==> config.mk <==
export PLATFORM = sky130hd
export DESIGN_NAME = avi_chunk_indexer_top
export DESIGN_NICKNAME = d
export VERILOG_FILES = /design/src/aci_pkg.sv /design/src/aci_ctrl.sv /design/src/aci_dp.sv /design/src/avi_chunk_indexer_top.sv
export SDC_FILE = /design/constraint.sdc
export NUM_CORES = 2
export LEC_CHECK = 0
export ABC_AREA = 0
export BUFFER_PORTS_ARGS = -buffer_cell sky130_fd_sc_hd__buf_2
export CAP_MARGIN = 15
export CORE_UTILIZATION = 57
export CTS_CLUSTER_DIAMETER = 100
export CTS_CLUSTER_SIZE = 24
export DETAILED_ROUTE_END_ITERATION = 10
export PLACE_DENSITY = 0.76
export SYNTH_ARGS = -nofsm -noshare
export SYNTH_HDL_FRONTEND = slang
export SYNTH_HIERARCHICAL = 1
export SYNTH_SLANG_ARGS = --single-unit
==> constraint.sdc <==
create_clock -name clk -period 15.78 [get_ports clk]
set_input_delay 0 -clock clk [delete_from_list [all_inputs] [get_ports clk]]
set_output_delay 0 -clock clk [all_outputs]
set_load 0.01 [all_outputs]
==> src/aci_pkg.sv <==
package aci_pkg;

	// fourcc tags, packed little endian
	localparam logic [31:0] TAG_AUDIO = 32'h6277_3130;
	localparam logic [31:0] TAG_VIDEO = 32'h6364_3030;

	// key frame detection
	localparam logic [7:0] KEY_PROBE = 8'h67;
	localparam logic [4:0] KEY_FLAG  = 5'h10;

	// offset bias and chunk header length
	localparam logic [31:0] OFFSET_BIAS = 32'd4;
	localparam logic [31:0] CHUNK_HDR   = 32'd8;

	// rate arithmetic: size * 1e6 fits in 52 bits
	localparam int unsigned    US_W    = 20;
	localparam logic [US_W-1:0] US_PER_S = 20'd1000000;
	localparam int unsigned    TS_W    = 48;
	localparam int unsigned    DIV_W   = 52;
	localparam int unsigned    CNT_W   = 6;

	typedef enum logic [1:0] {
		ST_IDLE,
		ST_MUL,
		ST_DIV,
		ST_FIN
	} state_t;

	// controller to datapath
	typedef struct packed {
		logic load_in;
		logic mul;
		logic div_step;
		logic finish;
	} cmd_t;

	// datapath to controller
	typedef struct packed {
		logic need_div;
		logic div_last;
		logic out_free;
	} sts_t;

endpackage

==> src/aci_ctrl.sv <==
module aci_ctrl (
	input  logic          clk,
	input  logic          arst_n,
	input  logic          in_valid,
	input  aci_pkg::sts_t sts,
	output aci_pkg::cmd_t cmd,
	output logic          idle
);

	aci_pkg::state_t state_q, state_d;

	// state register
	always_ff @(posedge clk or negedge arst_n) begin
		if (!arst_n) begin
			state_q <= aci_pkg::ST_IDLE;
		end else begin
			state_q <= state_d;
		end
	end

	// next state
	always_comb begin
		state_d = state_q;
		unique case (state_q)
			aci_pkg::ST_IDLE: begin
				if (in_valid) state_d = aci_pkg::ST_MUL;
			end
			aci_pkg::ST_MUL: begin
				state_d = sts.need_div ? aci_pkg::ST_DIV : aci_pkg::ST_FIN;
			end
			aci_pkg::ST_DIV: begin
				if (sts.div_last) state_d = aci_pkg::ST_FIN;
			end
			aci_pkg::ST_FIN: begin
				if (sts.out_free) state_d = aci_pkg::ST_IDLE;
			end
			default: state_d = aci_pkg::ST_IDLE;
		endcase
	end

	// outputs
	always_comb begin
		cmd  = '0;
		idle = 1'b0;
		unique case (state_q)
			aci_pkg::ST_IDLE: begin
				idle        = 1'b1;
				cmd.load_in = in_valid;
			end
			aci_pkg::ST_MUL: cmd.mul      = 1'b1;
			aci_pkg::ST_DIV: cmd.div_step = 1'b1;
			aci_pkg::ST_FIN: cmd.finish   = sts.out_free;
			default: cmd = '0;
		endcase
	end

	// division steps only follow the multiply or another step
	a_div_order: assert property (@(posedge clk) disable iff (!arst_n)
		cmd.div_step |-> $past(cmd.mul) || $past(cmd.div_step))
		else $error("divide step out of sequence");

	// no division when the peak update is skipped
	a_skip_div: assert property (@(posedge clk) disable iff (!arst_n)
		cmd.mul && !sts.need_div |=> !cmd.div_step)
		else $error("divider started on skipped peak update");

	// a result is written only into a free output slot
	a_fin_free: assert property (@(posedge clk) disable iff (!arst_n)
		cmd.finish |-> sts.out_free)
		else $error("result overwrote pending output");

endmodule

==> src/aci_dp.sv <==
module aci_dp (
	input  logic          clk,
	input  logic          arst_n,
	input  aci_pkg::cmd_t cmd,
	output aci_pkg::sts_t sts,
	input  logic          cfg_we,
	input  logic [31:0]   cfg_data,
	input  logic          is_audio,
	input  logic [47:0]   timestamp_us,
	input  logic [31:0]   frame_bytes,
	input  logic [7:0]    probe_byte,
	input  logic          out_stall,
	output logic          out_valid,
	output logic [31:0]   chunk_id,
	output logic [4:0]    key_flags,
	output logic [31:0]   chunk_offset,
	output logic [31:0]   chunk_size,
	output logic          pad_byte,
	output logic [31:0]   bytes_total,
	output logic [31:0]   video_frames,
	output logic [31:0]   audio_frames,
	output logic [32:0]   peak_rate_sum
);

	localparam int unsigned TW = aci_pkg::TS_W;
	localparam int unsigned DW = aci_pkg::DIV_W;
	localparam int unsigned CW = aci_pkg::CNT_W;

	// captured item
	logic          audio_q;
	logic [TW-1:0] ts_q;
	logic [31:0]   size_q;
	logic [7:0]    probe_q;

	// running state
	logic [TW-1:0] last_audio_q, last_video_q;
	logic [31:0]   audio_peak_q, video_peak_q;
	logic [31:0]   written_q, audio_cnt_q, video_cnt_q;

	// divider
	logic [DW-1:0] dvd_q;
	logic [TW-1:0] rem_q, delta_q;
	logic [CW-1:0] cnt_q;

	logic          out_valid_q;

	logic [TW-1:0] last_sel;
	logic [DW-1:0] prod;
	logic [TW:0]   trial, diff;
	logic          ge;
	logic [31:0]   rate;
	logic [31:0]   audio_peak_d, video_peak_d;
	logic [31:0]   written_d;
	logic [31:0]   pad_ext;

	// peak update is taken only with a stored time and a positive delta
	assign last_sel     = audio_q ? last_audio_q : last_video_q;
	assign sts.need_div = (last_sel != '0) && (ts_q > last_sel);
	assign sts.div_last = (cnt_q == CW'(DW - 1));
	assign sts.out_free = !out_valid_q || !out_stall;

	// size times one million, registered into the dividend
	assign prod = DW'(size_q) * DW'(aci_pkg::US_PER_S);

	// restoring divide step
	assign trial = {rem_q, dvd_q[DW-1]};
	assign ge    = trial >= {1'b0, delta_q};
	assign diff  = trial - {1'b0, delta_q};

	// saturate quotient to 32 bits
	assign rate = (|dvd_q[DW-1:32]) ? 32'hFFFF_FFFF : dvd_q[31:0];

	// new peaks
	always_comb begin
		audio_peak_d = audio_peak_q;
		video_peak_d = video_peak_q;
		if (sts.need_div) begin
			if (audio_q && rate > audio_peak_q) audio_peak_d = rate;
			if (!audio_q && rate > video_peak_q) video_peak_d = rate;
		end
	end

	assign pad_ext   = {31'd0, size_q[0]};
	assign written_d = written_q + aci_pkg::CHUNK_HDR + size_q + pad_ext;

	// item capture and divider
	always_ff @(posedge clk) begin
		if (cmd.load_in) begin
			audio_q <= is_audio;
			ts_q    <= timestamp_us;
			size_q  <= frame_bytes;
			probe_q <= probe_byte;
		end
		if (cmd.mul) begin
			dvd_q   <= prod;
			rem_q   <= '0;
			delta_q <= ts_q - last_sel;
		end else if (cmd.div_step) begin
			rem_q <= ge ? diff[TW-1:0] : trial[TW-1:0];
			dvd_q <= {dvd_q[DW-2:0], ge};
		end
	end

	// step counter
	always_ff @(posedge clk or negedge arst_n) begin
		if (!arst_n) begin
			cnt_q <= '0;
		end else if (cmd.mul) begin
			cnt_q <= '0;
		end else if (cmd.div_step) begin
			cnt_q <= cnt_q + CW'(1);
		end
	end

	// running totals, peaks and stored times
	always_ff @(posedge clk or negedge arst_n) begin
		if (!arst_n) begin
			last_audio_q <= '0;
			last_video_q <= '0;
			audio_peak_q <= '0;
			video_peak_q <= '0;
			written_q    <= '0;
			audio_cnt_q  <= '0;
			video_cnt_q  <= '0;
		end else if (cfg_we) begin
			written_q <= cfg_data;
		end else if (cmd.finish) begin
			audio_peak_q <= audio_peak_d;
			video_peak_q <= video_peak_d;
			written_q    <= written_d;
			if (audio_q) begin
				last_audio_q <= ts_q;
				audio_cnt_q  <= audio_cnt_q + 32'd1;
			end else begin
				last_video_q <= ts_q;
				video_cnt_q  <= video_cnt_q + 32'd1;
			end
		end
	end

	// output valid
	always_ff @(posedge clk or negedge arst_n) begin
		if (!arst_n) begin
			out_valid_q <= 1'b0;
		end else if (cmd.finish) begin
			out_valid_q <= 1'b1;
		end else if (!out_stall) begin
			out_valid_q <= 1'b0;
		end
	end

	// output payload
	always_ff @(posedge clk) begin
		if (cmd.finish) begin
			chunk_id      <= audio_q ? aci_pkg::TAG_AUDIO : aci_pkg::TAG_VIDEO;
			key_flags     <= (probe_q == aci_pkg::KEY_PROBE) ? aci_pkg::KEY_FLAG : 5'd0;
			chunk_offset  <= written_q + aci_pkg::OFFSET_BIAS;
			chunk_size    <= size_q;
			pad_byte      <= size_q[0];
			bytes_total   <= written_d;
			video_frames  <= audio_q ? video_cnt_q : video_cnt_q + 32'd1;
			audio_frames  <= audio_q ? audio_cnt_q + 32'd1 : audio_cnt_q;
			peak_rate_sum <= {1'b0, audio_peak_d} + {1'b0, video_peak_d};
		end
	end

	assign out_valid = out_valid_q;

	// a new result appears only from a finish command
	a_out_src: assert property (@(posedge clk) disable iff (!arst_n)
		$rose(out_valid_q) |-> $past(cmd.finish))
		else $error("output valid without finished item");

endmodule

==> src/avi_chunk_indexer_top.sv <==
// AVI idx1 index entry generator. Each frame item (type, timestamp, size,
// probe byte) yields one index entry with running byte count, per-type frame
// counts and the sum of the per-type peak byte rates. When the peak rate is
// updated, the item passes through the multiply state, the bit-serial
// restoring divider that forms size*1000000/delta, and the write state.
// The next item can be accepted in the cycle after the write. When the
// frame has no nonzero earlier timestamp of its type or a non-positive
// delta, the divider is skipped and the item goes from the multiply state
// straight to the write state. One item is in flight at a time; the next
// item is taken while the previous result still waits in the output
// register, and a finished item waits in its write cycle while that
// register is still stalled. The start offset register may be written
// whenever cfg_ready is high.
module avi_chunk_indexer_top (
	input  logic        clk,
	input  logic        arst_n,
	// configuration
	input  logic        cfg_valid,
	output logic        cfg_ready,
	input  logic [31:0] cfg_data,
	// input items
	input  logic        in_valid,
	output logic        in_stall,
	input  logic        is_audio,
	input  logic [47:0] timestamp_us,
	input  logic [31:0] frame_bytes,
	input  logic [7:0]  probe_byte,
	// result items
	output logic        out_valid,
	input  logic        out_stall,
	output logic [31:0] chunk_id,
	output logic [4:0]  key_flags,
	output logic [31:0] chunk_offset,
	output logic [31:0] chunk_size,
	output logic        pad_byte,
	output logic [31:0] bytes_total,
	output logic [31:0] video_frames,
	output logic [31:0] audio_frames,
	output logic [32:0] peak_rate_sum
);

	aci_pkg::cmd_t cmd;
	aci_pkg::sts_t sts;
	logic          idle;

	assign in_stall  = !idle;
	assign cfg_ready = idle;

	aci_ctrl u_ctrl (
		.clk      (clk),
		.arst_n   (arst_n),
		.in_valid (in_valid),
		.sts      (sts),
		.cmd      (cmd),
		.idle     (idle)
	);

	aci_dp u_dp (
		.clk           (clk),
		.arst_n        (arst_n),
		.cmd           (cmd),
		.sts           (sts),
		.cfg_we        (cfg_valid && cfg_ready),
		.cfg_data      (cfg_data),
		.is_audio      (is_audio),
		.timestamp_us  (timestamp_us),
		.frame_bytes   (frame_bytes),
		.probe_byte    (probe_byte),
		.out_stall     (out_stall),
		.out_valid     (out_valid),
		.chunk_id      (chunk_id),
		.key_flags     (key_flags),
		.chunk_offset  (chunk_offset),
		.chunk_size    (chunk_size),
		.pad_byte      (pad_byte),
		.bytes_total   (bytes_total),
		.video_frames  (video_frames),
		.audio_frames  (audio_frames),
		.peak_rate_sum (peak_rate_sum)
	);

endmodule

==> impl_metrics.json <==
{
  "synthFlopType": "edfxtp_1",
  "finClkSkew_ps": 39.4,
  "cts_num_sinks": 697,
  "antenna_left": 0,
  "min_period_over_period_pct": 53.2,
  "r2r_setup_slack_ps": 7390,
  "die_h_microns": 283,
  "setup_viol_count_final": 0,
  "rsz0062_at_grt": "no",
  "critPathArrivalTime_ps": 8730,
  "antenna_cells": 0,
  "cp.required_ps": 16120,
  "drt_iter0_drc": 2464,
  "ys_warn_count": 6,
  "reg2reg_depth": 30,
  "crit_fanout": 35,
  "synth-seq-cells": 697,
  "clk_latency_ps": 610,
  "areaGrowthSynthToFinish_pct": 11.4,
  "cts_setup_buffers": 0,
  "fin_ws_ps": 7390,
  "grt_pass1_vias": 30950,
  "vias": 32283,
  "gp_congestion": 0.934,
  "pre_cts_ws_ps": 7550,
  "drv_cap": 0,
  "status": "completed",
  "drc": 0,
  "track_usage_pct": 25.9,
  "finalWirelength_microns": 104000,
  "fillers": 6159,
  "num_rows": 102,
  "finalMaxSlewViolations": 0,
  "fin_crit_ps": 8390,
  "critPathLaunchType": "register",
  "synthArstFlopShare_pct": 38.0,
  "final_core_util_pct": 64.3,
  "final_cell_mix": "inv_1 (418), ha_1 (408), nand2_1 (382)",
  "slowest_delay_ps": 600,
  "crit_type": "reg2reg",
  "min_from": "timestamp_us[6]",
  "grt_max_degree": 91,
  "drive_above_1_share_pct": 13.0,
  "cts_max_level": 2,
  "initial_core_util_pct": 57.7,
  "dp_hpwl_microns": 76700,
  "cts_max_path_buffers": 3,
  "ios": 360,
  "nets": 5331,
  "vias_per_cell": 5.64,
  "slowest_stage": "buf_4",
  "critPathCaptureType": "register",
  "tns_ps": 0,
  "min_path_type": "in2reg",
  "io_buffers": 328,
  "cts-root-buf": "clkbuf_16",
  "core_region_area_sq_mm": 0.0777,
  "die_area_sq_mm": 0.0798,
  "synth-edff-count": 378,
  "fmax_mhz": 119,
  "slew-limit-headroom_pct": 27.6,
  "hold_path_end": "u_dp/ts_q[6]",
  "synthCells": 4252,
  "synth_area_per_cell_sq_um": 10.6,
  "grt_remaining_overflow": 0,
  "ys_seq_area_share_pct": 42.5,
  "clk_pin_slew_ps": 90,
  "dieWidth_microns": 283,
  "timing.rr.end": "u_dp/peak_rate_sum[30]",
  "cts_tree": "done",
  "post_drt_wl_per_cell_microns": 18.2,
  "grt_pass1_wl_microns": 165000,
  "hold_viol": 0,
  "numCtsBuffers": 38,
  "syn_area_sq_mm": 0.0449,
  "multi_input_area_sq_mm": 0.0237,
  "final_common_cell": "inv_1",
  "worstMarginPinSlew_ps": 1090,
  "antenna_found_initial": 1,
  "min_path_cells": 2,
  "r2r-start": "u_dp/audio_q",
  "regArea_sq_mm": 0.0191,
  "synth_cell_types": 89,
  "dr.pass1.iters": 6
}
## routing by layer
metal / global-route usage, % / vias to the layer above / wire length, microns
met5: 0 / - / 13
met4: 4.77 / 2 / 1650
met2: 42.0 / 873 / 48800
li1: - / 15683 / -
met1: 37.6 / 15624 / 47900
met3: 3.33 / 101 / 5850
## cell type report
class | instances | area share, %
Clock buffer | 57 | 2.09
Sequential cell | 697 | 38.2
Timing Repair Buffer | 479 | 6.24
Multi-Input combinational cell | 3020 | 47.4
Tap cell | 1040 | 2.60
Clock inverter | 13 | 0.323
Inverter | 419 | 3.15
## worst max-delay path: cells and delay by family, from the launching register on
kind,cells,cell delay (ps)
buf+inv,4,1330
fa+ha+maj,4,1230
flops,1,330
mux,1,410
xor+xnor,1,100
simple gates,4,920
compound gates,16,3700
## synth_stat cells (37+ instances only)
library cell / number / area share (%)
a21o_1: 78 / 1.3
a21oi_1: 218 / 2.4
a311oi_1: 39 / 0.76
and3_1: 43 / 0.60
buf_4: 37 / 0.62
clkbuf_1: 90 / 0.75
dfrtp_1: 265 / 15
dfxtp_1: 54 / 2.4
edfxtp_1: 378 / 25
fa_1: 140 / 6.2
ha_1: 410 / 11
inv_1: 419 / 3.5
mux2_2: 158 / 4.0
mux2i_1: 87 / 1.9
nand2_1: 383 / 3.2
nand3_1: 78 / 0.87
nand4_1: 55 / 0.77
nor2_1: 262 / 2.2
nor3_1: 48 / 0.54
o21ai_0: 226 / 2.5
xnor2_1: 209 / 4.1
xor2_1: 133 / 2.6
## worst max-delay path by stage
stage,to,slack (ps),cells after the start,from
after floorplan,u_dp/peak_rate_sum[30],8270,33,u_dp/audio_q
after global placement,u_dp/peak_rate_sum[29],7700,28,u_dp/dvd_q[47]
after detailed placement,u_dp/peak_rate_sum[30],7550,30,u_dp/dvd_q[47]
after CTS,u_dp/peak_rate_sum[29],7500,28,u_dp/dvd_q[47]
after global routing,u_dp/peak_rate_sum[29],6750,29,u_dp/dvd_q[47]
final,u_dp/peak_rate_sum[30],7390,30,u_dp/audio_q
## sequential cells by signal, indices dropped and copies added (netlist names), 8 cells and up
| signal | flops |
|---|---|
| u_dp/rem_q | 48 |
| u_dp/video_cnt_q | 32 |
| u_dp/ts_q | 48 |
| u_dp/dvd_q | 52 |
| u_dp/peak_rate_sum | 33 |
| u_dp/delta_q | 48 |
| u_dp/probe_q | 8 |
| u_dp/audio_peak_q | 32 |
| u_dp/bytes_total | 31 |
| u_dp/written_q | 32 |
| u_dp/size_q | 32 |
| u_dp/video_peak_q | 32 |
| u_dp/chunk_offset | 32 |
| u_dp/last_audio_q | 48 |
| u_dp/chunk_size | 32 |
| u_dp/audio_frames | 32 |
| u_dp/audio_cnt_q | 32 |
| u_dp/last_video_q | 48 |
| u_dp/video_frames | 32 |
## through the flow
step | hold WS (ps) | instances | area (sq um)
finish | 96.0 | 5725 | 50000
global route | 69.3 | 5725 | 50000
CTS | 50.8 | 5725 | 50000
detailed placement | 53.2 | 5529 | 47500
global placement | 49.3 | 5529 | 47500
floorplan | -296 | 4281 | 45000
## cell families (layout without fill, tap and decap cells)
logic type	count (synthesis)	count (layout)	synth area share [%]
AOI/OAI and AO/OA	790	790	11.1
xor gates and xnor gates	342	342	6.68
adders and majority gates	550	550	17.7
buffers and inverters	564	968	5.05
DFF	697	697	42.5
muxes	246	246	5.94
other	2	31	0.0167
and+or+nand+nor	1061	1061	11.1
## what timing repair did
item                      in CTS  in global routing
hold endpoints to repair     207                  0
hold buffers                 126                  0
gates resized for setup        0                  0
Power is not shown: default switching activity piles up to over one toggle a cycle in this logic, so the estimate is an artifact.
